File: src/rtl/eqj_pkg.sv
`timescale 1ns / 1ps

package eqj_pkg;

   localparam int KEY_W    = 64;
   localparam int INDEX_W  = 32;
   localparam int RIGHT_W  = 6;
   localparam int CNT_W    = 7;
   localparam int PROBE_W  = 32;

   localparam int RIGHT_ROWS_DEFAULT = 64;
   localparam int CMD_DEPTH = 2;
   localparam int RSP_DEPTH = 2;

   localparam logic [1:0] KIND_CLEAR  = 2'd0;
   localparam logic [1:0] KIND_BUILD  = 2'd1;
   localparam logic [1:0] KIND_PROBE  = 2'd2;
   localparam logic [1:0] KIND_REPORT = 2'd3;

   typedef enum logic [1:0] {
      OP_CLEAR,
      OP_BUILD,
      OP_PROBE,
      OP_REPORT
   } op_type;

   typedef enum logic [1:0] {
      ST_IDLE,
      ST_SCAN,
      ST_FINISH
   } state_type;

   typedef struct packed {
      logic [1:0]                kind;
      logic signed [KEY_W-1:0]   key;
      logic                      has_key;
      logic [INDEX_W-1:0]        left_index;
   } req_type;

   typedef struct packed {
      logic                      is_report;
      logic [INDEX_W-1:0]        match_left;
      logic [RIGHT_W-1:0]        match_right;
      logic                      last;
      logic [CNT_W-1:0]          right_rows;
      logic [CNT_W-1:0]          distinct_keys;
      logic [PROBE_W-1:0]        probe_count;
      logic                      overflow;
   } rsp_type;

   typedef struct packed {
      op_type                    op;
      logic signed [KEY_W-1:0]   key;
      logic                      has_key;
      logic [INDEX_W-1:0]        left_index;
   } cmd_type;

   typedef struct packed {
      logic                      present;
      logic signed [KEY_W-1:0]   key;
   } entry_type;

endpackage

File: src/rtl/eqj_fifo.sv
`timescale 1ns / 1ps

module eqj_fifo #(
   parameter int  DEPTH = eqj_pkg::CMD_DEPTH,
   parameter type DATA_TYPE = logic
) (
   input  logic     clock,
   input  logic     reset,
   input  logic     push,
   input  DATA_TYPE wdata,
   output logic     full,
   input  logic     pop,
   output DATA_TYPE rdata,
   output logic     empty
);

   localparam int PW = (DEPTH > 1) ? $clog2(DEPTH) : 1;
   localparam int CW = $clog2(DEPTH + 1);
   localparam logic [PW-1:0] PTR_LAST = PW'(DEPTH - 1);
   localparam logic [CW-1:0] CNT_FULL = CW'(DEPTH);

   DATA_TYPE      slot_ff [DEPTH];
   logic [PW-1:0] wr_ptr_ff, wr_ptr_in;
   logic [PW-1:0] rd_ptr_ff, rd_ptr_in;
   logic [CW-1:0] count_ff, count_in;
   logic          do_push, do_pop;

   assign full    = (count_ff == CNT_FULL);
   assign empty   = (count_ff == '0);
   assign do_push = push && !full;
   assign do_pop  = pop && !empty;
   assign rdata   = slot_ff[rd_ptr_ff];

   always_comb begin
      wr_ptr_in = wr_ptr_ff;
      rd_ptr_in = rd_ptr_ff;
      count_in  = count_ff;
      if (do_push) begin
         wr_ptr_in = (wr_ptr_ff == PTR_LAST) ? '0 : wr_ptr_ff + 1'b1;
      end
      if (do_pop) begin
         rd_ptr_in = (rd_ptr_ff == PTR_LAST) ? '0 : rd_ptr_ff + 1'b1;
      end
      if (do_push && !do_pop) begin
         count_in = count_ff + 1'b1;
      end else if (do_pop && !do_push) begin
         count_in = count_ff - 1'b1;
      end
   end

   always_ff @(posedge clock) begin
      if (reset) begin
         wr_ptr_ff <= '0;
         rd_ptr_ff <= '0;
         count_ff  <= '0;
      end else begin
         wr_ptr_ff <= wr_ptr_in;
         rd_ptr_ff <= rd_ptr_in;
         count_ff  <= count_in;
      end
   end

   always_ff @(posedge clock) begin
      if (do_push) begin
         slot_ff[wr_ptr_ff] <= wdata;
      end
   end

   a_count_bound: assert property (@(posedge clock) disable iff (reset)
      count_ff <= CNT_FULL)
      else $error("queue count beyond depth");

   a_count_track: assert property (@(posedge clock) disable iff (reset)
      (do_push && !do_pop) |=> (count_ff == $past(count_ff) + 1'b1))
      else $error("queue count missed a beat");

   a_empty_ptrs: assert property (@(posedge clock) disable iff (reset)
      empty |-> (rd_ptr_ff == wr_ptr_ff))
      else $error("empty queue with pointers apart");

endmodule

File: config.mk
export PLATFORM = sky130hd
export DESIGN_NAME = eqj_fifo
export DESIGN_NICKNAME = d
export VERILOG_FILES = /design/src/rtl/eqj_pkg.sv /design/src/rtl/eqj_fifo.sv
export SDC_FILE = /design/constraint.sdc
export NUM_CORES = 1
export LEC_CHECK = 0
export ABC_CLOCK_PERIOD_IN_PS = 2700
export BUFFER_PORTS_ARGS = -buffer_cell sky130_fd_sc_hd__buf_2
export CORE_AREA = 2 2 39 41
export DETAILED_ROUTE_END_ITERATION = 7
export DIE_AREA = 0 0 41 43
export HOLD_SLACK_MARGIN = 0.12
export PLACE_DENSITY = 0.38
export SETUP_SLACK_MARGIN = 0.3
export SYNTH_ARGS = -nofsm -noshare
export SYNTH_HDL_FRONTEND = slang
export SYNTH_SLANG_ARGS = --single-unit
File: constraint.sdc
create_clock -name clock -period 2.7 [get_ports clock]
set_clock_uncertainty 0.15 [all_clocks]
set_input_delay 0.135 -clock clock [delete_from_list [all_inputs] [get_ports clock]]
set_output_delay 0.135 -clock clock [all_outputs]
set_load 0.05 [all_outputs]
# Word-level counts from Yosys, hierarchy flattened
# Memories as Yosys holds them, arrays and structs flattened. A register that Yosys moved wholly into a read port is not among the register bits.
# Index checks and enable logic that the tools add are counted.
# totals
reg_bits	4
latchBits	0
mem_bits_rw	2
rom_bits	0
in_bits	5
word_cells	27
mem_count	1
# mem_list
name	words	width	read_ports	rd_clocked_by_memory_dff	write_ports	line_no	text
slot_ff	2	1	1	1	1	eqj_fifo.sv:22	DATA_TYPE slot_ff [DEPTH];
# classes
addsub	4
multipliers	0
div	0
order_cmp	0
eq_ne	1
n_shift	0
mux	8
bitwise_logic	0
reduce_logical	10
# op_table
operator	count
1-bit 2-to-1 mux	6
1-bit logical AND	4
1-bit zero test	4
2-bit 2-to-1 mux	2
1-bit adder (second input constant)	2
2-bit by 1-bit adder with 2-bit output (second input constant)	1
2-bit == test (second input constant)	1
2-bit zero test	1
2-bit nonzero test	1
2-bit by 1-bit subtractor with 2-bit output (second input constant)	1

# Logic depth before layout (Yosys ltp)
# logic_depth
word_depth	7
depth_mapped	6
depth_no_buf	6

# Least setup slack after synthesis
# Ideal clock, no wire load.
# synth_timing
path_kind	register to register
start	register count_ff[1]
end	register count_ff[1]
setup_time_ps	70
arrival_ps	1750
t_required_ps	2480
setup_slack_ps	731
path_stages_with_launch	6
n_path_buf	0
synth_period_minus_slack_ps	1969
path_cell_list	dfxtp_1 -> nor2b_2 -> nor2_1 -> ha_1 -> or3_1 -> a21oi_1
# synth_via
elab_chain_cells	6
word_cells_on_any_way	15
classes_between	add/sub (2); eq/ne (1); mux (2); reduce/logical (10)
# synth_lines
item	line_no	text
start: declaration	eqj_fifo.sv:25	logic [CW-1:0] count_ff, count_in;
start signal: assignment	eqj_fifo.sv:59	count_ff <= count_in;
2-bit == test *	eqj_fifo.sv:28	assign full = (count_ff == CNT_FULL);
net full	eqj_fifo.sv:11	output logic full,
1-bit zero test *	eqj_fifo.sv:30	assign do_push = push && !full;
1-bit logical AND *	eqj_fifo.sv:30	
1-bit zero test	eqj_fifo.sv:46	end else if (do_pop && !do_push) begin
1-bit logical AND	eqj_fifo.sv:46	
2-bit nonzero test (no source line)	n/a	
# Mark *: on every way through the listed nets, which the timed path passes. The rest lies on a longest branch. The select of a mux whose other input is x is not followed.
# A chain may end at the register's enable or synchronous reset.

# Worst setup path after layout
# layout_timing
start	register count_ff[0]
end	register count_ff[1]
# layout_via
elab_chain_cells	6
word_cells_on_any_way	15
classes_between	add/sub (2); eq/ne (1); mux (2); reduce/logical (10)
# layout_lines
item	line_no
2-bit == test / 2-bit zero test (equally long branches)	eqj_fifo.sv:28, eqj_fifo.sv:29
1-bit zero test, on equally long branches	eqj_fifo.sv:30, eqj_fifo.sv:31
1-bit logical AND, on equally long branches	eqj_fifo.sv:30, eqj_fifo.sv:31
1-bit zero test, on equally long branches	eqj_fifo.sv:46, eqj_fifo.sv:44
1-bit logical AND, on equally long branches	eqj_fifo.sv:46, eqj_fifo.sv:44
2-bit nonzero test (no source line) / 2-bit 2-to-1 mux (equally long branches)	n/a
# Parallel ways exist; a longest one is shown, timed or not. The select of a mux whose other input is x is not followed.

==> results.json <==
{
  "outcome": "completed",
  "post-cts-setup-buffers": 0,
  "synth_cell_types": 12,
  "drc": 0,
  "grt_remaining_overflow": 0,
  "initial_utilization": 0.209,
  "numCtsBuffers": 3,
  "cp_cell_sequence": "o21ai_0 -> ha_1 -> or3_1 -> a21oi_1",
  "max_stage_delay_ns": 0.36,
  "cts-root-buf": "clkbuf_4",
  "wl_per_cell_um": 8.63,
  "max_slew.worst_pin.slew_ns": 0.335,
  "postSynthAreaPerCell_sq_um": 10.3,
  "die_y_um": 43,
  "clock_sinks": 7,
  "multi_input_area_sq_um": 121,
  "min_period_ns": 1.71,
  "fin_util": 0.282,
  "cp.required_ns": 2.73,
  "hold_violations": 0,
  "h-tree-depth": 1,
  "seqCellArea_sq_um": 160,
  "layout-drive-gt1-share": 0.293,
  "fillers": 157,
  "synth_area_sq_um": 289,
  "ys_ff_latch": 7,
  "syn_inst": 28,
  "grt_pass1_wl_um": 848,
  "grtUsageTotal": 0.0765,
  "die_w_um": 41,
  "io_pins": 8,
  "syn_to_final_growth_pct": 35.1,
  "clk_latency_ns": 0.24,
  "crit_slowest_cell": "or3_1",
  "grt.met1_usage": 0.0906,
  "rr_worst_depth": 4,
  "drtAntennaViolNets": 0,
  "max_slew_margin": 0.775,
  "cp-start-kind": "register",
  "routed_wirelength_um": 492,
  "max_freq_ghz": 0.584,
  "tritoncts": "done",
  "synth-warning-count": 0,
  "grt_antenna_before_repair": 0,
  "cp_num_cells": 4,
  "grt_pass1_vias": 205,
  "gp_congestion": 0.772,
  "io_buffers": 7,
  "grt.met2_usage": 0.100,
  "min_path_cells": 4,
  "cp_num_buf_inv": 0,
  "rsz0062_at_grt": "false",
  "die-area_sq_mm": 0.00176,
  "diodes": 0,
  "path_clk_slew_ns": 0.05,
  "maxCapViolCount": 0,
  "setup_tns_ns": 0,
  "crit_family": "compound AO/OA/AOI/OAI gates",
  "layout_commonest_cell": "buf_2",
  "cts_resized": 0,
  "p_leak_nw": 0.175,
  "dpl.hpwl_um": 390,
  "ctsHoldBuffers": 2,
  "ctsLongestPathBuffers": 2,
  "vias": 219,
  "worst_hold_slack_ns": 0.126,
  "coreArea_sq_mm": 0.00138,
  "mostFrequentLayoutCells": "7 x buf_2, 5 x nor2_1, 5 x dfxtp_1",
  "reg2reg_slack_ns": 0.99,
  "crit_fanout": 5,
  "hold_class": "primary input to register",
  "powerDensity_mw_per_mm2": 1180,
  "seq_area_frac_synth": 0.554,
  "top_usage_layer": "met2",
  "drtPass1Iterations": 3,
  "post-route-period-util": 0.635,
  "setup_slack_ns": 0.986,
  "worstSetupEndpointType": "register",
  "setup_viol": 0,
  "grt_max_degree": 6,
  "drt_iter0_drc": 1,
  "use_met3": 0.0366,
  "pre_cts_ws_ns": 0.997,
  "synth_fp_nets": 34,
  "via_per_inst": 3.84,
  "ir_drop_mv": 0.406,
  "fin_nets": 48,
  "maxSlewViolCount": 0,
  "num_rows": 14,
  "arrival_ns": 1.74,
  "path_class": "register to register"
}
==> per-layer routing <==
layer	part of all wire	wire, um
met5	0	0
met2	0.48	238
met1	0.46	228
met4	0	0
met3	0.051	25
==> final cells by class <==
cell class	count	area share
Inverter	2	0.0192
Timing Repair Buffer	9	0.141
Tap cell	16	0.0513
Multi-Input combinational cell	19	0.311
Sequential cell	7	0.410
Clock buffer	4	0.0673
==> synthesized netlist by cell type (all sizes together) <==
cell type / number / share of area
a21oi: 2 / 0.035
and2: 1 / 0.022
dfxtp: 5 / 0.35
edfxtp: 2 / 0.21
ha: 1 / 0.043
inv: 2 / 0.026
mux2: 1 / 0.039
nor2: 5 / 0.065
nor2b: 1 / 0.030
o21ai: 3 / 0.052
or3: 2 / 0.043
xor2: 3 / 0.091
==> worst paths after layout <==
path | start | endpoint
setup / recovery | count_ff[0]$_SDFFE_PP0P_ | count_ff[1]$_SDFFE_PP0P_
hold / removal | push | wr_ptr_ff$_SDFFE_PP0N_
setup reg to reg | count_ff[0]$_SDFFE_PP0P_ | count_ff[1]$_SDFFE_PP0P_
hold reg to reg | wr_ptr_ff$_SDFFE_PP0N_ | wr_ptr_ff$_SDFFE_PP0N_
==> through the flow <==
step                area [sq um]  power [mW]  instances
CTS                          390       0.469         57
global route                 390       0.500         57
floorplan                    289       0.328         28
global placement             344       0.363         51
finish                       390       0.461         57
detailed placement           344       0.369         51
==> report_power, final <==
part / internal [mW] / switching (mW)
logic: 0.0689 / 0.137
registers: 0.141 / 0.0214
clock network: 0.0563 / 0.0368
total: 0.266 / 0.195
==> tightest hold or removal path, stage by stage <==
cell     delay [ns]
buf_2          0.07
inv_1          0.04
o21ai_0        0.15
a21oi_1        0.07
==> cell families (layout without fill, tap and decap cells) <==
kind of cell	after synthesis	count (layout)	share of synthesized area
XOR/XNOR	3	3	0.0909
AND/OR/NAND/NOR	9	9	0.160
adder cells (fa/ha/maj)	1	1	0.0433
buffers and inverters	2	15	0.0260
flip-flops	7	7	0.554
multiplexers	1	1	0.0390
AO/OA/AOI/OAI	5	5	0.0866
Note: power is estimated with default switching activity, not from simulation.
