==> config.mk <==
export PLATFORM = sky130hd
export DESIGN_NAME = eqj_back
export DESIGN_NICKNAME = d
export VERILOG_FILES = /design/src/rtl/eqj_pkg.sv /design/src/rtl/eqj_back.sv
export SDC_FILE = /design/constraint.sdc
export NUM_CORES = 2
export LEC_CHECK = 0
export ABC_AREA = 0
export BUFFER_PORTS_ARGS = -buffer_cell sky130_fd_sc_hd__buf_4
export CAP_MARGIN = 10
export CORE_ASPECT_RATIO = 1.5
export CORE_MARGIN = 2
export CORE_UTILIZATION = 41
export DETAILED_ROUTE_END_ITERATION = 12
export GPL_TIMING_DRIVEN = 0
export PLACE_DENSITY = 0.7
export SYNTH_ARGS = -nofsm -noshare
export SYNTH_HDL_FRONTEND = slang
export SYNTH_MEMORY_MAX_BITS = 65536
export SYNTH_SLANG_ARGS = --single-unit
==> constraint.sdc <==
create_clock -name clock -period 8.4 [get_ports clock]
set_input_delay 1.26 -clock clock [delete_from_list [all_inputs] [get_ports clock]]
set_output_delay 1.26 -clock clock [all_outputs]
set_load 0.02 [all_outputs]
==> src/rtl/eqj_pkg.sv <==
`timescale 1ns / 1ps

package eqj_pkg;

   localparam int KEY_W    = 64;
   localparam int INDEX_W  = 32;
   localparam int RIGHT_W  = 6;
   localparam int CNT_W    = 7;
   localparam int PROBE_W  = 32;

   localparam int RIGHT_ROWS_DEFAULT = 64;
   localparam int CMD_DEPTH = 2;
   localparam int RSP_DEPTH = 2;

   localparam logic [1:0] KIND_CLEAR  = 2'd0;
   localparam logic [1:0] KIND_BUILD  = 2'd1;
   localparam logic [1:0] KIND_PROBE  = 2'd2;
   localparam logic [1:0] KIND_REPORT = 2'd3;

   typedef enum logic [1:0] {
      OP_CLEAR,
      OP_BUILD,
      OP_PROBE,
      OP_REPORT
   } op_type;

   typedef enum logic [1:0] {
      ST_IDLE,
      ST_SCAN,
      ST_FINISH
   } state_type;

   typedef struct packed {
      logic [1:0]                kind;
      logic signed [KEY_W-1:0]   key;
      logic                      has_key;
      logic [INDEX_W-1:0]        left_index;
   } req_type;

   typedef struct packed {
      logic                      is_report;
      logic [INDEX_W-1:0]        match_left;
      logic [RIGHT_W-1:0]        match_right;
      logic                      last;
      logic [CNT_W-1:0]          right_rows;
      logic [CNT_W-1:0]          distinct_keys;
      logic [PROBE_W-1:0]        probe_count;
      logic                      overflow;
   } rsp_type;

   typedef struct packed {
      op_type                    op;
      logic signed [KEY_W-1:0]   key;
      logic                      has_key;
      logic [INDEX_W-1:0]        left_index;
   } cmd_type;

   typedef struct packed {
      logic                      present;
      logic signed [KEY_W-1:0]   key;
   } entry_type;

endpackage

==> src/rtl/eqj_back.sv <==
`timescale 1ns / 1ps

module eqj_back #(
   parameter int RIGHT_ROWS = eqj_pkg::RIGHT_ROWS_DEFAULT
) (
   input  logic             clock,
   input  logic             reset,
   input  eqj_pkg::cmd_type cmd_data,
   input  logic             cmd_empty,
   output logic             cmd_pop,
   output eqj_pkg::rsp_type out_data,
   output logic             out_push,
   input  logic             out_full
);

   localparam int AW = (RIGHT_ROWS > 1) ? $clog2(RIGHT_ROWS) : 1;
   localparam int CW = eqj_pkg::CNT_W;
   localparam logic [CW-1:0] ROWS_MAX = CW'(RIGHT_ROWS);
   localparam logic [eqj_pkg::PROBE_W-1:0] PROBE_SAT = '1;

   eqj_pkg::state_type state_ff, state_in;
   eqj_pkg::cmd_type   cur_ff, cur_in;

   logic [CW-1:0]               rows_ff, rows_in;
   logic [CW-1:0]               distinct_ff, distinct_in;
   logic [eqj_pkg::PROBE_W-1:0] probes_ff, probes_in;
   logic                        dropped_ff, dropped_in;

   logic [CW-1:0] rd_idx_ff, rd_idx_in;
   logic          cmp_valid_ff, cmp_valid_in;
   logic [AW-1:0] cmp_idx_ff, cmp_idx_in;
   logic          seen_ff, seen_in;
   logic          pend_valid_ff, pend_valid_in;
   logic [AW-1:0] pend_idx_ff, pend_idx_in;

   eqj_pkg::entry_type mem [RIGHT_ROWS];
   eqj_pkg::entry_type rdata_ff;
   eqj_pkg::entry_type wentry;
   logic               mem_we, mem_re;

   logic is_probe, hit, advance, launch, scan_done;

   assign is_probe  = (cur_ff.op == eqj_pkg::OP_PROBE);
   assign hit       = cmp_valid_ff && rdata_ff.present && (rdata_ff.key == cur_ff.key);
   // A probe hit must push the held pair out before it can take its place.
   assign advance   = !(hit && is_probe && pend_valid_ff && out_full);
   assign launch    = (rd_idx_ff < rows_ff);
   assign scan_done = advance && !cmp_valid_ff && !launch;

   assign wentry.present = cur_ff.has_key;
   assign wentry.key     = cur_ff.key;

   always_comb begin
      state_in = state_ff;
      unique case (state_ff)
         eqj_pkg::ST_IDLE: begin
            if (!cmd_empty) begin
               if ((cmd_data.op == eqj_pkg::OP_BUILD && rows_ff < ROWS_MAX) ||
                   cmd_data.op == eqj_pkg::OP_PROBE) begin
                  state_in = eqj_pkg::ST_SCAN;
               end
            end
         end
         eqj_pkg::ST_SCAN: begin
            if (scan_done) begin
               state_in = eqj_pkg::ST_FINISH;
            end
         end
         eqj_pkg::ST_FINISH: begin
            if (!is_probe || !pend_valid_ff || !out_full) begin
               state_in = eqj_pkg::ST_IDLE;
            end
         end
         default: state_in = eqj_pkg::ST_IDLE;
      endcase
   end

   always_comb begin
      cmd_pop       = 1'b0;
      out_push      = 1'b0;
      out_data      = '0;
      mem_we        = 1'b0;
      mem_re        = 1'b0;
      cur_in        = cur_ff;
      rows_in       = rows_ff;
      distinct_in   = distinct_ff;
      probes_in     = probes_ff;
      dropped_in    = dropped_ff;
      rd_idx_in     = rd_idx_ff;
      cmp_valid_in  = cmp_valid_ff;
      cmp_idx_in    = cmp_idx_ff;
      seen_in       = seen_ff;
      pend_valid_in = pend_valid_ff;
      pend_idx_in   = pend_idx_ff;
      unique case (state_ff)
         eqj_pkg::ST_IDLE: begin
            if (!cmd_empty) begin
               unique case (cmd_data.op)
                  eqj_pkg::OP_CLEAR: begin
                     cmd_pop     = 1'b1;
                     rows_in     = '0;
                     distinct_in = '0;
                     probes_in   = '0;
                     dropped_in  = 1'b0;
                  end
                  eqj_pkg::OP_REPORT: begin
                     if (!out_full) begin
                        cmd_pop                = 1'b1;
                        out_push               = 1'b1;
                        out_data.is_report     = 1'b1;
                        out_data.last          = 1'b1;
                        out_data.right_rows    = rows_ff;
                        out_data.distinct_keys = distinct_ff;
                        out_data.probe_count   = probes_ff;
                        out_data.overflow      = dropped_ff;
                     end
                  end
                  eqj_pkg::OP_BUILD: begin
                     cmd_pop = 1'b1;
                     if (rows_ff >= ROWS_MAX) begin
                        dropped_in = 1'b1;
                     end else begin
                        cur_in        = cmd_data;
                        rd_idx_in     = '0;
                        cmp_valid_in  = 1'b0;
                        seen_in       = 1'b0;
                        pend_valid_in = 1'b0;
                     end
                  end
                  default: begin
                     cmd_pop       = 1'b1;
                     cur_in        = cmd_data;
                     rd_idx_in     = '0;
                     cmp_valid_in  = 1'b0;
                     seen_in       = 1'b0;
                     pend_valid_in = 1'b0;
                     if (probes_ff != PROBE_SAT) begin
                        probes_in = probes_ff + 1'b1;
                     end
                  end
               endcase
            end
         end
         eqj_pkg::ST_SCAN: begin
            if (advance) begin
               if (hit) begin
                  if (!is_probe) begin
                     seen_in = 1'b1;
                  end else begin
                     // The previous pair is known not to be the last one now.
                     if (pend_valid_ff) begin
                        out_push             = 1'b1;
                        out_data.match_left  = cur_ff.left_index;
                        out_data.match_right = eqj_pkg::RIGHT_W'(pend_idx_ff);
                     end
                     pend_valid_in = 1'b1;
                     pend_idx_in   = cmp_idx_ff;
                  end
               end
               mem_re       = launch;
               cmp_valid_in = launch;
               cmp_idx_in   = rd_idx_ff[AW-1:0];
               if (launch) begin
                  rd_idx_in = rd_idx_ff + 1'b1;
               end
            end
         end
         eqj_pkg::ST_FINISH: begin
            if (!is_probe) begin
               mem_we  = 1'b1;
               rows_in = rows_ff + 1'b1;
               if (cur_ff.has_key && !seen_ff) begin
                  distinct_in = distinct_ff + 1'b1;
               end
            end else if (pend_valid_ff && !out_full) begin
               out_push             = 1'b1;
               out_data.match_left  = cur_ff.left_index;
               out_data.match_right = eqj_pkg::RIGHT_W'(pend_idx_ff);
               out_data.last        = 1'b1;
               pend_valid_in        = 1'b0;
            end
         end
         default: begin
         end
      endcase
   end

   always_ff @(posedge clock) begin
      if (reset) begin
         state_ff      <= eqj_pkg::ST_IDLE;
         rows_ff       <= '0;
         distinct_ff   <= '0;
         probes_ff     <= '0;
         dropped_ff    <= 1'b0;
         cmp_valid_ff  <= 1'b0;
         pend_valid_ff <= 1'b0;
      end else begin
         state_ff      <= state_in;
         rows_ff       <= rows_in;
         distinct_ff   <= distinct_in;
         probes_ff     <= probes_in;
         dropped_ff    <= dropped_in;
         cmp_valid_ff  <= cmp_valid_in;
         pend_valid_ff <= pend_valid_in;
      end
   end

   always_ff @(posedge clock) begin
      cur_ff      <= cur_in;
      rd_idx_ff   <= rd_idx_in;
      cmp_idx_ff  <= cmp_idx_in;
      seen_ff     <= seen_in;
      pend_idx_ff <= pend_idx_in;
   end

   always_ff @(posedge clock) begin
      if (mem_we) begin
         mem[rows_ff[AW-1:0]] <= wentry;
      end
      if (mem_re) begin
         rdata_ff <= mem[rd_idx_ff[AW-1:0]];
      end
   end

   a_no_push_full: assert property (@(posedge clock) disable iff (reset)
      out_push |-> !out_full)
      else $error("result beat pushed into a full queue");

   a_rows_bound: assert property (@(posedge clock) disable iff (reset)
      rows_ff <= ROWS_MAX)
      else $error("row count beyond table size");

   a_distinct_bound: assert property (@(posedge clock) disable iff (reset)
      distinct_ff <= rows_ff)
      else $error("more distinct keys than rows");

   a_cmp_in_range: assert property (@(posedge clock) disable iff (reset)
      (state_ff == eqj_pkg::ST_SCAN && cmp_valid_ff) |-> (CW'(cmp_idx_ff) < rows_ff))
      else $error("compare of a row beyond the table");

endmodule

**Word level (Yosys, flattened, before mapping)**

Memories as Yosys holds them, arrays and structs flattened. A register that Yosys moved wholly into a read port is not among the register bits.
Index checks and enable logic that the tools add are counted.
Widths: inputs -> output; s select.

- Add/sub/neg operators: 4
- Magnitude comparators: 3
- Equal/unequal tests: 26
- Muxes and demuxes: 71
- Bitwise gates (word level): 4
- Reductions and logical operators: 41

Operator list:

| operator | count |
|---|---|
| $pmux 99 s2 | 1 |
| $mux 38 | 4 |
| $mux 48 | 3 |
| $mux 99 | 1 |
| $mux 39 | 2 |
| $pmux 38 s2 | 1 |
| $eq 64x64->1 | 1 |
| $pmux 32 s2 | 1 |
| $mux 7 | 9 |
| $pmux 7 s2 | 4 |
| $mux 47 | 1 |
| $add 32x1->32 const B | 1 |
| $mux 32 | 1 |
| $ne 32x32->1 const B | 1 |
| $mux 1 | 31 |
| $ne 2x2->1 const B | 15 |
| $reduce_and 4->1 | 6 |
| $add 7x1->7 const B | 3 |
| $logic_and 1x1->1 | 10 |
| $pmux 1 s2 | 5 |
| $reduce_and 5->1 | 2 |
| $reduce_and 9->1 | 1 |
| $eq 2x2->1 const B | 4 |
| $mux 2 | 4 |
| 18 further kinds | 37 |

- Register bits: 170
- RAM bits: 4,160
- Input bits: 103
- Output and inout port bits: 89
- Word-level logic and storage cells: 165
- Memories: 1

Memory list:

| name | words | width | read ports | clocked after Yosys merged registers in | wr ports | RTL line | text |
|---|---|---|---|---|---|---|---|
| mem | 64 | 65 | 1 | 1 | 1 | eqj_back.sv:36 | `eqj_pkg::entry_type mem [RIGHT_ROWS];` |

**Logic depth before layout (Yosys ltp)**

- Word-level depth: 10
- Mapped depth: 10
- Depth with buffers taken out: 9

**Worst setup path before layout**

OpenSTA, ideal clock, no wires.

- Kind: flip-flop to flip-flop
- From: reg state_ff[0]
- To: mem mem[32][0] (netlist name) (enable)
- Setup time: 0.651 ns
- Data arrival time: 7.531 ns
- Data required time: 7.749 ns
- Setup slack: 0.218 ns
- Cell stages (with the launch flop): 7
- Buffers on the path: 1
- Clock period less this slack: 8.182 ns
- Cell sequence: dfxtp_1 inv_1 ha_1 and2_1 clkbuf_1 nand4_1 nor4_1

- Cells in the longest elaborated chain, start to end: 4

Ends and longest elaborated chain:

| what | RTL line | text |
|---|---|---|
| from (decl) | eqj_back.sv:21 | `eqj_pkg::state_type state_ff, state_in;` |
| from (signal assigned) | eqj_back.sv:190 | `state_ff <= eqj_pkg::ST_IDLE;` |
| from (signal assigned) | eqj_back.sv:198 | `state_ff <= state_in;` |
| $eq 2x2->1 | eqj_back.sv:95 | `unique case (state_ff)` |
| $mux 1 | eqj_back.sv:95 |  |
| $mux 1 | eqj_back.sv:217 | `if (mem_we) begin` |
| $mux 1 (not written as such) | eqj_back.sv:218 | `mem[rows_ff[AW-1:0]] <= wentry;` |
| to (decl) | eqj_back.sv:36 |  |

No other way between the ends.

==> metrics.cfg <==
[run_status]
status=completed

[global_route]
track_usage_pct=22.0
grt_max_degree=44
met2_usage_pct=39.3
grt_pass1_wl_um=636000
gr-usage-met1_pct=23.4
grt_antenna_before_repair=27
overflow=0
grt_pass1_vias=82100
top_usage_layer=met2
grt.met3_usage_pct=4.75

[sta]
finClkSkew_ps=69.7
min_period_over_period_pct=82.6
final_hold_viol_count=0
final.min_clock_period_ps=6940
finalSetupViolCount=0
rsz0062_at_grt=no
maxSlewViolCount=0
max_clock_freq_mhz=144
max_slew_margin_pct=8.78
worstMarginPinSlew_ps=1370
tns_ps=0

[synthesis]
ys.flop_type=edfxtp_1
syn-cell-area_um2=167000
synth_fp_nets=6825
async_flop_share_pct=0
avgSynthCellArea_um2=25.0
synth-edff-count=4344
ys_ff_latch=4395
yosys_warnings=0
ys_types=53
syn_inst=6703
ys_seq_area_share_pct=78.6

[hold_path]
hold_class=flop to flop

[finish]
fillCellCount=31300
fin_area_um2=195000
syn2layout_area_growth_pct=16.9
final_common_cell=edfxtp_1
mostFrequentLayoutCells=edfxtp_1 (4344), mux4_2 (1365), clkbuf_16 (377)
drive_above_1_share_pct=32.8
final_net_count=7744
utilization_pct=48.0

[worst_setup_path]
cp-start-kind=flop
reg2reg_slack_ps=3040
cp_max_fo=33
worstPathArrival_ps=5680
cp_top_family=simple AND/OR/NAND/NOR gates
end_kind=output port
path_class=flop to output port
cp_slowest_stage_delay_ps=1060
cp.required_ps=7140
path_buf_inv=5
crit_slowest_cell=edfxtp_1
crit_chain=buf_16, xor2_1, nor4_1, nand4_1, nor4_2, buf_4, nand4_1, a211oi_2, buf_2, clkbuf_2, and2_1, buf_4

[power_and_ir_drop]
ir_drop_mv=0.192
power_uw=55700
power.density_nw_per_um2=285
p_leak_uw=0.0600

[flow_run]
cap_violations=0

[route]
drt-pass1-iter-count=7
drtAntennaViolNets=0
via_per_inst=6.02
routedWlPerCell_um=34.7
dr_total_vias=80000
drcViolationCount=0
totalWireLength_um=461000
drt_iter0_drc=10300

[floorplan]
ios=192
dieArea_um2=413000
start_util_pct=41.1
dieHeight_um=786
core_area_um2=407000
rows=287
die_w_um=526

[placed_design]
dp_hpwl_um=321000
placed_area_um2=183000
port-buffer-count=190
gp_congestion=0.853

[clocking]
post_cts_buffers=0
htree_levels=5
cts_inserted_buffers=372
cts_buffer_depth=4
cts-resized-gates=0
cts_root_buf=clkbuf_16
clk_latency_ps=950
clock-sinks=4395
postCtsHoldBufs=0
path_clk_slew_ps=60
cts_tree=built

==> power by group <==
group | leakage, uW | total (uW) | internal, uW | switching, uW
registers | 0.0395 | 25300 | 25000 | 334
logic | 0.0147 | 13000 | 5720 | 7260
clock network | 0.00583 | 17400 | 9460 | 7930
total | 0.0600 | 55700 | 40200 | 15500
==> registers in the layout, indices dropped and copies added (netlist names), 6 cells and up <==
signal,cells
cur_ff,99
pend_idx_ff,6
rows_ff,7
distinct_ff,7
rd_idx_ff,7
probes_ff,32
cmp_idx_ff,6
rdata_ff,65
mem,4160
==> stage by stage <==
stage | cells | setup WS, ps | hold slack [ps]
6_report | 13300 | 1460 | 426
5_1_grt | 13300 | 1260 | 452
4_1_cts | 13300 | 1430 | 419
3_5_place_dp | 12600 | 2530 | 412
3_3_place_gp | 12200 | -10010 | 412
2_1_floorplan | 6703 | 218 | 400
==> cells by family after synthesis <==
group	count (synthesis)	share of synthesized area, %
flip-flops	4395	78.6
multiplexers	1370	18.4
AND/OR/NAND/NOR	414	1.30
buffers and inverters	358	0.854
XOR/XNOR	92	0.482
AO/OA/AOI/OAI	55	0.209
adder cells (fa/ha/maj)	19	0.142
==> worst paths after layout <==
path,start,end,cells after the start
setup reg to reg,rd_idx_ff[1],rdata_ff[57],7
hold reg to reg,cmp_idx_ff[1],pend_idx_ff[1],0
setup / recovery,cur_ff[67],out_data[70],12
hold / removal,cmp_idx_ff[1],pend_idx_ff[1],0
==> synth_stat cells (3+ instances only) <==
| library cell | count | area, um2 |
|---|---|---|
| a21oi_1 | 19 | 95.1 |
| a31oi_1 | 4 | 25.0 |
| and2_1 | 91 | 569 |
| and3_1 | 5 | 31.3 |
| and4_1 | 10 | 87.6 |
| buf_1 | 80 | 300 |
| buf_2 | 41 | 205 |
| buf_4 | 8 | 60.1 |
| clkbuf_1 | 199 | 747 |
| dfxtp_1 | 51 | 1020 |
| edfxtp_1 | 4344 | 130000 |
| ha_1 | 19 | 238 |
| inv_1 | 26 | 97.6 |
| mux2i_1 | 4 | 40.0 |
| mux4_2 | 1365 | 30700 |
| nand2_1 | 35 | 131 |
| nand2b_1 | 27 | 169 |
| nand3_1 | 33 | 165 |
| nand4_1 | 37 | 231 |
| nor2_1 | 126 | 473 |
| nor2b_1 | 8 | 50.1 |
| nor3_1 | 13 | 65.1 |
| nor3b_1 | 3 | 22.5 |
| nor4_1 | 10 | 62.6 |
| o2111ai_1 | 3 | 26.3 |
| o21ai_0 | 12 | 60.1 |
| or3_1 | 7 | 43.8 |
| or4_1 | 3 | 22.5 |
| xnor2_1 | 38 | 333 |
| xor2_1 | 54 | 473 |
==> cell type report <==
cell class | instances | area [um2] | share of cell area, %
clock buffer | 425 | 9620 | 4.92
sequential | 4395 | 131000 | 67.3
buffer | 330 | 1350 | 0.691
timing repair buffer | 545 | 8890 | 4.55
clock inverter | 251 | 2420 | 1.24
inverter | 28 | 108 | 0.0550
tap | 5346 | 6690 | 3.42
multi-input combinational | 1950 | 34900 | 17.8
antenna | 27 | 67.6 | 0.0346
==> metal layers <==
metal	vias to the layer above	wire length [um]
met5	-	143
met1	42800	141000
li1	30900	-
met3	1255	42900
met2	5043	242000
met4	24	35300
(Power assumes the default switching activity.)
