[config.mk]
export PLATFORM = sky130hd
export DESIGN_NAME = eqj_front
export DESIGN_NICKNAME = d
export VERILOG_FILES = /design/src/rtl/eqj_pkg.sv /design/src/rtl/eqj_fifo.sv /design/src/rtl/eqj_front.sv
export SDC_FILE = /design/constraint.sdc
export NUM_CORES = 1
export LEC_CHECK = 0
export ABC_AREA = 1
export BUFFER_PORTS_ARGS = -buffer_cell sky130_fd_sc_hd__buf_4
export CORE_MARGIN = 2
export CORE_UTILIZATION = 52
export DETAILED_ROUTE_END_ITERATION = 6
export PLACE_DENSITY_LB_ADDON = 0.08
export SYNTH_ARGS = -nofsm -noshare
export SYNTH_HDL_FRONTEND = slang
export SYNTH_SLANG_ARGS = --single-unit
[constraint.sdc]
create_clock -name clock -period 9.7 [get_ports clock]
set_clock_uncertainty 0.15 [all_clocks]
set_input_delay 0.485 -clock clock [delete_from_list [all_inputs] [get_ports clock]]
set_output_delay 0.485 -clock clock [all_outputs]
set_load 0.005 [all_outputs]
[src/rtl/eqj_pkg.sv]
`timescale 1ns / 1ps

package eqj_pkg;

   localparam int KEY_W    = 64;
   localparam int INDEX_W  = 32;
   localparam int RIGHT_W  = 6;
   localparam int CNT_W    = 7;
   localparam int PROBE_W  = 32;

   localparam int RIGHT_ROWS_DEFAULT = 64;
   localparam int CMD_DEPTH = 2;
   localparam int RSP_DEPTH = 2;

   localparam logic [1:0] KIND_CLEAR  = 2'd0;
   localparam logic [1:0] KIND_BUILD  = 2'd1;
   localparam logic [1:0] KIND_PROBE  = 2'd2;
   localparam logic [1:0] KIND_REPORT = 2'd3;

   typedef enum logic [1:0] {
      OP_CLEAR,
      OP_BUILD,
      OP_PROBE,
      OP_REPORT
   } op_type;

   typedef enum logic [1:0] {
      ST_IDLE,
      ST_SCAN,
      ST_FINISH
   } state_type;

   typedef struct packed {
      logic [1:0]                kind;
      logic signed [KEY_W-1:0]   key;
      logic                      has_key;
      logic [INDEX_W-1:0]        left_index;
   } req_type;

   typedef struct packed {
      logic                      is_report;
      logic [INDEX_W-1:0]        match_left;
      logic [RIGHT_W-1:0]        match_right;
      logic                      last;
      logic [CNT_W-1:0]          right_rows;
      logic [CNT_W-1:0]          distinct_keys;
      logic [PROBE_W-1:0]        probe_count;
      logic                      overflow;
   } rsp_type;

   typedef struct packed {
      op_type                    op;
      logic signed [KEY_W-1:0]   key;
      logic                      has_key;
      logic [INDEX_W-1:0]        left_index;
   } cmd_type;

   typedef struct packed {
      logic                      present;
      logic signed [KEY_W-1:0]   key;
   } entry_type;

endpackage

[src/rtl/eqj_fifo.sv]
`timescale 1ns / 1ps

module eqj_fifo #(
   parameter int  DEPTH = eqj_pkg::CMD_DEPTH,
   parameter type DATA_TYPE = logic
) (
   input  logic     clock,
   input  logic     reset,
   input  logic     push,
   input  DATA_TYPE wdata,
   output logic     full,
   input  logic     pop,
   output DATA_TYPE rdata,
   output logic     empty
);

   localparam int PW = (DEPTH > 1) ? $clog2(DEPTH) : 1;
   localparam int CW = $clog2(DEPTH + 1);
   localparam logic [PW-1:0] PTR_LAST = PW'(DEPTH - 1);
   localparam logic [CW-1:0] CNT_FULL = CW'(DEPTH);

   DATA_TYPE      slot_ff [DEPTH];
   logic [PW-1:0] wr_ptr_ff, wr_ptr_in;
   logic [PW-1:0] rd_ptr_ff, rd_ptr_in;
   logic [CW-1:0] count_ff, count_in;
   logic          do_push, do_pop;

   assign full    = (count_ff == CNT_FULL);
   assign empty   = (count_ff == '0);
   assign do_push = push && !full;
   assign do_pop  = pop && !empty;
   assign rdata   = slot_ff[rd_ptr_ff];

   always_comb begin
      wr_ptr_in = wr_ptr_ff;
      rd_ptr_in = rd_ptr_ff;
      count_in  = count_ff;
      if (do_push) begin
         wr_ptr_in = (wr_ptr_ff == PTR_LAST) ? '0 : wr_ptr_ff + 1'b1;
      end
      if (do_pop) begin
         rd_ptr_in = (rd_ptr_ff == PTR_LAST) ? '0 : rd_ptr_ff + 1'b1;
      end
      if (do_push && !do_pop) begin
         count_in = count_ff + 1'b1;
      end else if (do_pop && !do_push) begin
         count_in = count_ff - 1'b1;
      end
   end

   always_ff @(posedge clock) begin
      if (reset) begin
         wr_ptr_ff <= '0;
         rd_ptr_ff <= '0;
         count_ff  <= '0;
      end else begin
         wr_ptr_ff <= wr_ptr_in;
         rd_ptr_ff <= rd_ptr_in;
         count_ff  <= count_in;
      end
   end

   always_ff @(posedge clock) begin
      if (do_push) begin
         slot_ff[wr_ptr_ff] <= wdata;
      end
   end

   a_count_bound: assert property (@(posedge clock) disable iff (reset)
      count_ff <= CNT_FULL)
      else $error("queue count beyond depth");

   a_count_track: assert property (@(posedge clock) disable iff (reset)
      (do_push && !do_pop) |=> (count_ff == $past(count_ff) + 1'b1))
      else $error("queue count missed a beat");

   a_empty_ptrs: assert property (@(posedge clock) disable iff (reset)
      empty |-> (rd_ptr_ff == wr_ptr_ff))
      else $error("empty queue with pointers apart");

endmodule

[src/rtl/eqj_front.sv]
`timescale 1ns / 1ps

module eqj_front (
   input  logic             clock,
   input  logic             reset,
   input  logic             req_push,
   input  eqj_pkg::req_type req_data,
   output logic             req_full,
   input  logic             cmd_pop,
   output eqj_pkg::cmd_type cmd_data,
   output logic             cmd_empty
);

   eqj_pkg::cmd_type cmd_next;
   logic             keep;

   // A probe without a key has no effect at all, so it never reaches the back end.
   always_comb begin
      cmd_next.key        = req_data.key;
      cmd_next.has_key    = req_data.has_key;
      cmd_next.left_index = req_data.left_index;
      keep                = 1'b1;
      unique case (req_data.kind)
         eqj_pkg::KIND_CLEAR:  cmd_next.op = eqj_pkg::OP_CLEAR;
         eqj_pkg::KIND_BUILD:  cmd_next.op = eqj_pkg::OP_BUILD;
         eqj_pkg::KIND_PROBE: begin
            cmd_next.op = eqj_pkg::OP_PROBE;
            keep        = req_data.has_key;
         end
         default:              cmd_next.op = eqj_pkg::OP_REPORT;
      endcase
   end

   eqj_fifo #(
      .DEPTH     (eqj_pkg::CMD_DEPTH),
      .DATA_TYPE (eqj_pkg::cmd_type)
   ) u_cmd_fifo (
      .clock (clock),
      .reset (reset),
      .push  (req_push && keep),
      .wdata (cmd_next),
      .full  (req_full),
      .pop   (cmd_pop),
      .rdata (cmd_data),
      .empty (cmd_empty)
   );

endmodule

Word level (Yosys, flattened, before mapping):

Memories as Yosys holds them, arrays and structs flattened. A register that Yosys moved wholly into a read port is not among the register bits.
Index checks and enable logic that the tools add are counted.

* $add $sub $neg: 4
* eq/ne operators: 3
* mux-type cells: 10
* reduce and logical (&&, ||, !) cells: 12

Operators by type and width (number)
* two-way mux 1 bit: 7
* case mux 2 bit (3 select lines): 1
* logical AND 1 bit: 5
* equality test 2 bit (second input constant): 2
* zero test 1 bit: 4
* zero test 2 bit: 2
* two-way mux 2 bit: 2
* adder 1 bit (second input constant): 2
* adder 2 x 1 -> 2 bit (second input constant): 1
* equality test 2 x 1 -> 1 bit (second input constant): 1
* nonzero test 2 bit: 1
* subtractor 2 x 1 -> 2 bit (second input constant): 1

* register bits: 4
* bits in writable memories: 198
* output and inout bits: 101
* memories kept: 1

Memories
* u_cmd_fifo.slot_ff: words 2, width 99, read ports 1, clocked after memory_dff 1, wr ports 1, RTL line eqj_fifo.sv:22 `DATA_TYPE slot_ff [DEPTH];`

Logic depth before layout (Yosys ltp):

Gate-level depths: netlist (run 1).

* word-level depth: 8
* mapped depth: 11
* depth with buffers taken out: 11

Modules after synthesis:

Synthesis (run 1) repeated with hierarchy kept, for this count alone.

* cell total of the unflattened synthesis: 352
* area, all modules: 7442.1 um^2

Modules (own cells, without submodules)
* eqj_fifo: times used 1, cells each 345, area an instance 7414.6 um^2
* eqj_front: times used 1, cells each 7, area an instance 27.5 um^2

Worst setup path before layout (run 1):

Ideal clock, no wire load.

* path kind: input to register
* start point: input req_data[97] in the netlist's numbering
* end point: memory u_cmd_fifo.slot_ff[0][0] in the netlist's numbering, enable pin
* setup time: 0.678 ns
* arrival time: 7.293 ns
* required time: 8.872 ns
* setup slack: 1.578 ns
* stages on the path: 4
* cells stage by stage: inv_1 > nand2_1 > nor2_1 > nor3_1

* cells in the longest elaborated chain, start to end: 6

Ends and longest elaborated chain
* start, declared: RTL line eqj_front.sv:7 `input eqj_pkg::req_type req_data,`
* equality test 2 bit: RTL line eqj_front.sv:23 `unique case (req_data.kind)`
* two-way mux 1 bit: RTL line eqj_front.sv:23
* logical AND 1 bit: RTL line eqj_front.sv:40 `.push (req_push && keep),`
* logical AND 1 bit: RTL line eqj_fifo.sv:30 `assign do_push = push && !full;`
* two-way mux 1 bit: RTL line eqj_fifo.sv:64 `if (do_push) begin`
* two-way mux 1 bit (not written as such): RTL line eqj_fifo.sv:65 `slot_ff[wr_ptr_ff] <= wdata;`
* end, declared: RTL line eqj_fifo.sv:22

Every way passes these cells.

==> metrics.yaml, run 1 <==
drt:
  wire_per_inst_um: 18.5
  antenna_left: 0
  drc: 0
  dr.first_iter.drc_count: 300
  dr.pass1.iters: 4
  vias: 3862
  via_per_inst: 5.08
  drt_wl_total_um: 14000
timing:
  hold_viol: 0
  worst-slew-pin-transition_ns: 1.07
  fin_crit_sh: 0.332
  setup_violations: 0
  slew_headroom: 0.285
  holdWs_ns: 0.0401
  rsz0062_at_grt: "false"
  setup_tns_ns: 0
  setup_ws_ns: 6.48
  slew_violations: 0
  fmax_mhz: 311
  min_period_ns: 3.22
flow_run:
  drv_cap: 0
clock_tree:
  cts_tree: "built"
  cts_buffers: 21
  path_clk_slew_ns: 0.06
  clockBufferDepth: 3
  hold_buffers: 0
  insertion_delay_ns: 0.47
  cts_root_buffer: "clkbuf_16"
  cts_setup_buffers: 0
  clock_sinks: 203
  h-tree-depth: 1
  cts_resized: 0
setup_path:
  cp_cell_sequence: "buf_4, mux2_2, buf_4"
  cp.buffers_inverters: 2
  worstSetupPathType: "register to output port"
  slowest_stage: "buf_4"
  critPathMaxStageDelay_ns: 0.81
  endpoint_kind: "output port"
  critPathLaunchType: "register"
  crit_top_cell: "buf_4"
  path_delay_family: "buffers and inverters"
  cp.required_ns: 9.07
  worstPathArrival_ns: 2.59
  rr_startpoint: "u_cmd_fifo.count_ff[0]"
  crit_fanout: 63
synthesis:
  synth_area_leaders: "edfxtp_1, mux2_2, mux2_4"
  synth.most_common_cell: "edfxtp_1"
  synth_edf_count: 198
  synthTopCellsByCount: "edfxtp_1, mux2_2, mux2_4"
  syn_nets: 456
  synthCells: 352
  ys_seq_area_frac: 0.812
  yosysTopAreaCell: "edfxtp_1"
  async_flop_share: 0
  synth.top_cell.area_share: 0.799
  synth_warnings: 0
  syn_avg_cell_area_um2: 21.2
  synth_flop_cell: "edfxtp_1"
  syn_area_mm2: 0.00745
  synth.distinct_cells: 17
  yosys_register_bits: 203
placement:
  gp_congestion: 0.726
  preCtsSetupSlack_ns: 6.93
  dpl_cell_area_mm2: 0.00916
  place.port_buffers: 203
  dpl.hpwl_um: 8950
cells_and_area:
  antenna-diode-count: 0
  final_cell_area_mm2: 0.00973
  fin_util: 0.698
  fin_nets: 673
  area_growth_syn_to_layout_pct: 30.7
  drive_above_1_share: 0.571
status:
  status: "complete, no violations"
global_routing:
  grt_pass1_wl_um: 20100
  overflow: 0
  antenna_found_initial: 0
  grt_pass1_vias: 3968
  grt_max_degree: 78
  grt.total_usage: 0.175
die:
  initial_core_util: 0.534
  die_w_um: 124
  die_y_um: 124
  dieArea_mm2: 0.0153
  coreArea_mm2: 0.0139
  io_pins: 204
  rows: 43
pwr:
  seqPwrFrac: 0.485
  leakage_nw: 3.66
  p_per_area_mw_per_mm2: 240
  p_sw_mw: 0.558
  intPower_mw: 1.78
  power_frac_clock: 0.294
  ir_drop_uv: 173
  pwr-share-comb: 0.221
  swShare: 0.239
hold_path:
  hold_path.class: "input port to register"
  hold_start: "req_data[23]"
placed cells by master, fill, tap and decap left out, drive strengths merged:
master / netlist / layout
o21ai: 3 / 3
dfxtp: 5 / 5
and2: 1 / 1
a21oi: 2 / 2
nor2: 9 / 9
ha: 1 / 1
clkinv: 0 / 8
nand3b: 2 / 2
edfxtp: 198 / 198
clkbuf: 2 / 26
nor3: 1 / 1
mux2: 99 / 99
inv: 9 / 9
nand2: 8 / 8
buf: 11 / 207
nand3: 1 / 1
power groups by stage:
stage,clock network (mW),registers [mW],logic [mW]
floorplan,0,1.15,0.277
global placement,0,1.15,0.517
detailed placement,0,1.16,0.523
CTS,0.706,1.14,0.527
global route,0.743,1.15,0.558
finish,0.688,1.14,0.516
worst paths after layout:
kind,end,slack [ns],cells after the start
hold reg to reg,u_cmd_fifo.wr_ptr_ff,0.37,2
setup reg to reg,u_cmd_fifo.slot_ff[1][94],7.13,5
setup / recovery,cmd_data[81],6.48,3
hold / removal,u_cmd_fifo.slot_ff[1][23],0.04,1
cell type report:
| type | count | area, µm² |
|---|---|---|
| fillers | 937 | 4200 |
| clock inverters | 8 | 31.3 |
| clock buffers | 26 | 544 |
| multi-input cells | 127 | 1290 |
| repair buffers | 207 | 1550 |
| flip-flops and latches | 203 | 6050 |
| inverters | 9 | 36.3 |
| well taps | 180 | 225 |
per-layer routing:
metal / part of all wire / vias up / wire length [µm] / global-route usage
met3: 0.095 / 17 / 1340 / 0.0632
li1: - / 1797 / - / -
met1: 0.37 / 1905 / 5250 / 0.196
met4: 0.012 / 0 / 174 / 0.0511
met2: 0.52 / 143 / 7280 / 0.313
met5: 0 / - / 0 / 0
cells by family after synthesis:
kind of cell / share of synthesized area
and+or+nand+nor: 0.0128
buffers and inverters: 0.0155
AOI/OAI and AO/OA: 0.00336
adders and majority gates: 0.00168
DFF: 0.812
muxes: 0.155
sequential cells by signal, summed over array words and instances (netlist names), named ones only:
name                  count
u_cmd_fifo.wr_ptr_ff      1
u_cmd_fifo.count_ff       2
u_cmd_fifo.rd_ptr_ff      1
u_cmd_fifo.slot_ff      198
per-stage QoR:
stage          std cells  power, mW
6_report             760       2.34
5_1_grt              760       2.45
4_1_cts              760       2.37
3_5_place_dp         726       1.68
3_3_place_gp         726       1.66
2_1_floorplan        352       1.42
worst register-to-register path, stage by stage, from the launching register on:
cell     delay [ns]
dfxtp_1        0.38
inv_1          0.11
a21oi_1        0.15
nand3_1        0.16
inv_4          0.50
buf_4          0.72
No activity file was read; power rests on OpenSTA's default activity.
==> inputs of run 2 (changes only) <==
--- a/config.mk
+++ b/config.mk
@@ -5,7 +5,7 @@
 export SDC_FILE = /design/constraint.sdc
 export NUM_CORES = 1
 export LEC_CHECK = 0
-export ABC_AREA = 1
+export ABC_AREA = 0
 export BUFFER_PORTS_ARGS = -buffer_cell sky130_fd_sc_hd__buf_4
 export CORE_MARGIN = 2
 export CORE_UTILIZATION = 52
==> constraint.sdc (replaced) <==
create_clock -name clock -period 3.3 [get_ports clock]
set_clock_uncertainty 0.15 [all_clocks]
set_input_delay 0.165 -clock clock [delete_from_list [all_inputs] [get_ports clock]]
set_output_delay 0.165 -clock clock [all_outputs]
set_load 0.005 [all_outputs]
==> metrics.yaml, run 2 <==
timing:
  rsz0062_at_grt: "false"
  holdWs_ns: 0.0158  # -0.0243 ns
  slew_headroom: 0.691  # +0.406
  min_period_ns: 2.34
  setup_ws_ns: 0.965  # -5.51 ns
  worst-slew-pin-transition_ns: 0.463  # -0.609 ns
  fmax_mhz: 428
  setup_tns_ns: 0  # unchanged
  fin_crit_sh: 0.708
  setup_violations: 0  # unchanged
  hold_viol: 0  # unchanged
  slew_violations: 0  # unchanged
die:
  dieArea_mm2: 0.0152  # -0.31%
  die_y_um: 123  # -0.15%
  rows: 43  # unchanged
  initial_core_util: 0.533  # -0.00171
  die_w_um: 123  # -0.15%
  coreArea_mm2: 0.0139  # unchanged
  io_pins: 204  # unchanged
drt:
  drt_wl_total_um: 14800  # +5.2%
  wire_per_inst_um: 17.4  # -5.8%
  dr.first_iter.drc_count: 220  # -27%
  drc: 0  # unchanged
  via_per_inst: 4.89  # -3.7%
  vias: 4154  # +7.6%
  dr.pass1.iters: 5  # +1
  antenna_left: 0  # unchanged
synthesis:
  syn_nets: 439  # -3.7%
  synth_flop_cell: "edfxtp_1"
  yosys_register_bits: 203  # unchanged
  syn_avg_cell_area_um2: 22.2  # +4.7%
  synth_edf_count: 198  # unchanged
  synth.most_common_cell: "edfxtp_1"
  yosysTopAreaCell: "edfxtp_1"
  synthTopCellsByCount: "edfxtp_1, mux2_2, mux2_4"
  synth.distinct_cells: 20  # +3
  ys_seq_area_frac: 0.815  # +0.00260
  synth.top_cell.area_share: 0.801  # +0.00256
  async_flop_share: 0  # unchanged
  synth_area_leaders: "edfxtp_1, mux2_2, mux2_4"
  synth_warnings: 0  # unchanged
  synthCells: 335  # -4.8%
  syn_area_mm2: 0.00742  # -0.32%
setup_path:
  critPathMaxStageDelay_ns: 0.64  # -0.17 ns
  path_delay_family: "flip-flops"
  crit_top_cell: "buf_4"
  cp_cell_sequence: "buf_4, mux2_2, buf_4"
  critPathLaunchType: "register"
  worstPathArrival_ns: 2.02  # -0.57 ns
  cp.buffers_inverters: 2  # unchanged
  worstSetupPathType: "register to output port"
  endpoint_kind: "output port"
  crit_fanout: 32  # -49%
  slowest_stage: "dfxtp_4"
  cp.required_ns: 2.98  # -6.09 ns
clock_tree:
  clockBufferDepth: 3  # unchanged
  cts_root_buffer: "clkbuf_16"
  cts_resized: 0  # unchanged
  hold_buffers: 101  # +101
  insertion_delay_ns: 0.48  # about the same
  cts_setup_buffers: 0  # unchanged
  cts_buffers: 20  # -4.8%
  clock_sinks: 203  # unchanged
  h-tree-depth: 1  # unchanged
  path_clk_slew_ns: 0.06  # about the same
  cts_tree: "built"
placement:
  dpl.hpwl_um: 8710  # -2.7%
  place.port_buffers: 203  # unchanged
  gp_congestion: 0.723  # -0.41%
  preCtsSetupSlack_ns: 1.19  # -5.74 ns
pwr:
  swShare: 0.239  # +0.000361
  leakage_nw: 4.10  # +12%
  ir_drop_uv: 499  # +190%
  seqPwrFrac: 0.459  # -0.026
  power_frac_clock: 0.296  # +0.002
  p_per_area_mw_per_mm2: 671  # +180%
  intPower_mw: 5.53  # +210%
  p_sw_mw: 1.74  # +210%
  pwr-share-comb: 0.245  # +0.024
global_routing:
  antenna_found_initial: 0  # unchanged
  grt_pass1_vias: 4425  # +12%
  grt_pass1_wl_um: 21900  # +9.0%
  overflow: 0  # unchanged
  grt_max_degree: 71  # -9.0%
  grt.total_usage: 0.191  # +0.0159
cells_and_area:
  layout_commonest_cell: "buf_4"
  drive_above_1_share: 0.511  # -0.0595
  reg_top3: "u_cmd_fifo.slot_ff x198, u_cmd_fifo.count_ff x2"
  largest_reg_flops: 198  # unchanged
  layout_common_cells: "buf_4, edfxtp_1, dlygate4sd3_1"
  antenna-diode-count: 0  # unchanged
  fin_nets: 759  # +13%
  fillCellCount: 778  # -17%
  area_growth_syn_to_layout_pct: 46.1
  largest-register: "u_cmd_fifo.slot_ff"
hold_path:
  hold_path.class: "input port to register"
flow_run:
  drv_cap: 0  # unchanged
status:
  status: "complete, no violations"
==> run 2: worst paths after layout <==
check                               from                        end  slack (ns)  depth (start not counted)
hold / removal                  req_push       u_cmd_fifo.wr_ptr_ff        0.02                          3
setup / recovery                register               cmd_data[11]        0.96                          3
hold reg to reg     u_cmd_fifo.rd_ptr_ff       u_cmd_fifo.rd_ptr_ff        0.36                          2
setup reg to reg  u_cmd_fifo.count_ff[0]  u_cmd_fifo.slot_ff[1][91]        1.23                          4
==> run 2: final cells by class <==
type	instances	area, µm²	area share
clock buffer	27	558	0.0515
multi-input combinational	119	1310	0.121
clock inverter	9	72.6	0.00669
timing repair buffer	311	2630	0.242
sequential	203	6050	0.558
tap	180	225	0.0208
==> run 2: worst register-to-register path, delay by kind of cell (launching register included) <==
family                 cells  cell delay (ns)
AND/OR/NAND/NOR            3             0.78
flip-flops                 1             0.44
buffers and inverters      1             0.36
==> run 2: per-stage QoR <==
| stage | std cells | total power, mW | instance area (µm²) | util |
|---|---|---|---|---|
| 6_report | 849 | 7.27 | 10800 | 0.778 |
| 4_1_cts | 849 | 7.35 | 10800 | 0.778 |
| 3_5_place_dp | 712 | 5.09 | 9200 | 0.660 |
| 2_1_floorplan | 335 | 4.21 | 7430 | - |
| 5_1_grt | 849 | 7.60 | 10800 | 0.778 |
| 3_3_place_gp | 712 | 5.05 | 9200 | 0.660 |
==> run 2: cells by family (layout without fill, tap and decap cells) <==
| group | count (synthesis) | count (layout) | synth area share |
|---|---|---|---|
| AOI/OAI and AO/OA | 3 | 3 | 0.00202 |
| DFF | 203 | 203 | 0.815 |
| adders and majority gates | 1 | 1 | 0.00169 |
| buffers and inverters | 13 | 347 | 0.0101 |
| xor gates and xnor gates | 3 | 3 | 0.00354 |
| and+or+nand+nor | 12 | 12 | 0.0113 |
| muxes | 100 | 100 | 0.157 |
==> run 2: layer usage <==
| layer | GRT usage | wire (µm) | part of all wire |
|---|---|---|---|
| met5 | 0 | 0 | 0 |
| met4 | 0.0604 | 338 | 0.023 |
| met3 | 0.0521 | 1150 | 0.078 |
| met2 | 0.342 | 7790 | 0.53 |
| met1 | 0.222 | 5490 | 0.37 |
==> run 2: power by group through the flow <==
stage | clock network (mW) | registers [mW] | logic (mW)
5_1_grt | 2.31 | 3.37 | 1.93
3_5_place_dp | 0 | 3.39 | 1.69
2_1_floorplan | 0 | 3.32 | 0.892
4_1_cts | 2.21 | 3.34 | 1.80
3_3_place_gp | 0 | 3.37 | 1.68
6_report | 2.15 | 3.34 | 1.78
==> inputs of run 3 (changes only) <==
--- a/config.mk
+++ b/config.mk
@@ -8,7 +8,7 @@
 export ABC_AREA = 0
 export BUFFER_PORTS_ARGS = -buffer_cell sky130_fd_sc_hd__buf_4
 export CORE_MARGIN = 2
-export CORE_UTILIZATION = 52
+export CORE_UTILIZATION = 47
 export DETAILED_ROUTE_END_ITERATION = 6
 export PLACE_DENSITY_LB_ADDON = 0.08
 export SYNTH_ARGS = -nofsm -noshare
==> constraint.sdc (replaced) <==
create_clock -name clock -period 1.9 [get_ports clock]
set_clock_uncertainty 0.15 [all_clocks]
set_input_delay 0.095 -clock clock [delete_from_list [all_inputs] [get_ports clock]]
set_output_delay 0.095 -clock clock [all_outputs]
set_load 0.005 [all_outputs]
==> metrics.yaml, run 3 (same netlist as run 2, synthesis figures left out) <==
cells_and_area:
  multiInputGateArea_mm2: 0.00154  # +18%
  layout_common_cells: "edfxtp_1, buf_4, dlygate4sd3_1"
  regArea_mm2: 0.00605  # about the same
  largest-register: "u_cmd_fifo.slot_ff"
  area_growth_syn_to_layout_pct: 58.1
  largest_reg_flops: 198  # unchanged
  layout_commonest_cell: "edfxtp_1"
  fillCellCount: 903  # +16%
  fin_nets: 777  # +2.4%
  drive_above_1_share: 0.525  # +0.0143
  antenna-diode-count: 0  # unchanged
  reg_top3: "u_cmd_fifo.slot_ff x198, u_cmd_fifo.count_ff x2"
  final_cell_area_mm2: 0.0117  # +8.3%
flow_run:
  drv_cap: 0  # unchanged
setup_path:
  r2r_cells: 4  # unchanged
  cp.required_ns: 1.65  # -1.33 ns
  endpoint_kind: "output port"
  slowest_stage: "dfxtp_4"
  worstPathArrival_ns: 1.67  # -0.35 ns
  r2r_setup_slack_ns: 0.06  # -1.17 ns
  crit_fanout: 10  # -69%
  critPathLaunchType: "register"
  worstSetupPathType: "register to output port"
  critPathMaxStageDelay_ns: 0.41  # -0.23 ns
  r2r-end: "u_cmd_fifo.slot_ff[1][1]"
  cp_cell_sequence: "buf_6, buf_12, mux2_2, buf_4"
  rr_startpoint: "u_cmd_fifo.count_ff[1]"
drt:
  drt_wl_total_um: 17200  # +16%
  drc: 0  # unchanged
  wire_per_inst_um: 19.1  # +10%
  via_per_inst: 4.83  # -1.2%
  dr.pass1.iters: 4  # -1
  vias: 4341  # +4.5%
  antenna_left: 0  # unchanged
  dr.first_iter.drc_count: 219  # -0.45%
global_routing:
  busiest_layer: "met2"
  grt_pass1_wl_um: 22500  # +2.3%
  overflow: 0  # unchanged
  met3_usage: 0.0429  # -0.00918
  grtUsageMet1: 0.211  # -0.0116
  grt_pass1_vias: 4441  # +0.36%
  grt.total_usage: 0.174  # -0.0168
  grt_max_degree: 43  # -39%
  grtUsageMet2: 0.317  # -0.0248
  antenna_found_initial: 0  # unchanged
timing:
  hold_viol: 0  # unchanged
  fin_crit_sh: 1.01
  setup_tns_ns: -0.0379  # -0.0379 ns
  worst-slew-pin-transition_ns: 0.267  # -0.196 ns
  rsz0062_at_grt: "true"
  setup_violations: 9  # +9
  min_period_ns: 1.91
  fmax_mhz: 523
  setup_ws_ns: -0.0110  # -0.976 ns
  holdWs_ns: 0.185  # +0.170 ns
  slew_headroom: 0.822  # +0.130
  slew_violations: 0  # unchanged
clock_tree:
  h-tree-depth: 1  # unchanged
  path_clk_slew_ns: 0.06  # about the same
  cts_root_buffer: "clkbuf_16"
  clockBufferDepth: 3  # unchanged
  cts_buffers: 21  # +5.0%
  insertion_delay_ns: 0.48  # about the same
  clock_sinks: 203  # unchanged
  cts_tree: "built"
die:
  coreArea_mm2: 0.0153  # +9.9%
  initial_core_util: 0.485  # -0.0480
  io_pins: 204  # unchanged
  dieArea_mm2: 0.0168  # +10%
  die_y_um: 130  # +5.0%
  rows: 45  # +4.7%
  die_w_um: 130  # +5.0%
placement:
  dpl_cell_area_mm2: 0.00929  # +0.99%
  preCtsSetupSlack_ns: 0.0695  # -1.12 ns
  gp_congestion: 0.692  # -4.3%
  place.port_buffers: 203  # unchanged
  dpl.hpwl_um: 9110  # +4.7%
hold_path:
  hold_path.class: "input port to register"
  hold_start: "req_data[74]"
  hold-path-endpoint: "u_cmd_fifo.slot_ff[1][74]"
  holdPathStages: 2  # -1
status:
  violations: "setup timing"
  status: "finished with violations"
pwr:
  leakage_nw: 4.56  # +11%
  ir_drop_uv: 1200  # +140%
  finalPower_mw: 14.1  # +94%
  p_per_area_mw_per_mm2: 1200  # +79%
[run 3: cell type report]
class                      count  area share
clock buffer                  26      0.0464
clock inverter                11     0.00885
multi-input combinational    119       0.131
sequential                   203       0.516
tap                          211      0.0225
timing repair buffer         328       0.275
[run 3: worst max-delay path: cells and delay by family, from the launching register on]
| kind | cells | cell delay (ns) |
|---|---|---|
| buffers and inverters | 3 | 0.44 |
| flip-flops | 1 | 0.41 |
| multiplexers | 1 | 0.34 |
[run 3: worst max path at each step]
stage                                endpoint                    from
floorplan            u_cmd_fifo.slot_ff[0][0]  u_cmd_fifo.count_ff[1]
global placement     u_cmd_fifo.slot_ff[1][1]  u_cmd_fifo.count_ff[1]
detailed placement  u_cmd_fifo.slot_ff[0][41]  u_cmd_fifo.count_ff[1]
CTS                              cmd_data[34]                register
global route                     cmd_data[40]                register
finish                           cmd_data[40]                register
[run 3: through the flow]
step | instances | util
6_report | 898 | 0.766
5_1_grt | 898 | 0.766
4_1_cts | 884 | 0.718
3_5_place_dp | 744 | 0.607
3_3_place_gp | 744 | 0.607
2_1_floorplan | 335 | -
[run 3: repair_timing]
action	CTS	global route
endpoints found under the setup margin	59	89
endpoints found under the hold margin	203	0
hold buffers	102	0
cloned	1	11
resized for setup	2	131
buffers inserted	0	3
pin swaps	0	0
[run 3: power breakdown]
group	leakage, nW	switching, mW	internal, mW
combinational	2.36	1.71	2.78
clock	0.319	1.58	2.30
sequential	1.88	0.178	5.57
[run 3: layer usage]
layer,vias to the layer above,wire length [µm]
met4,0,177
met5,-,0
met1,2186,7080
met2,135,8920
li1,2003,-
met3,17,1020
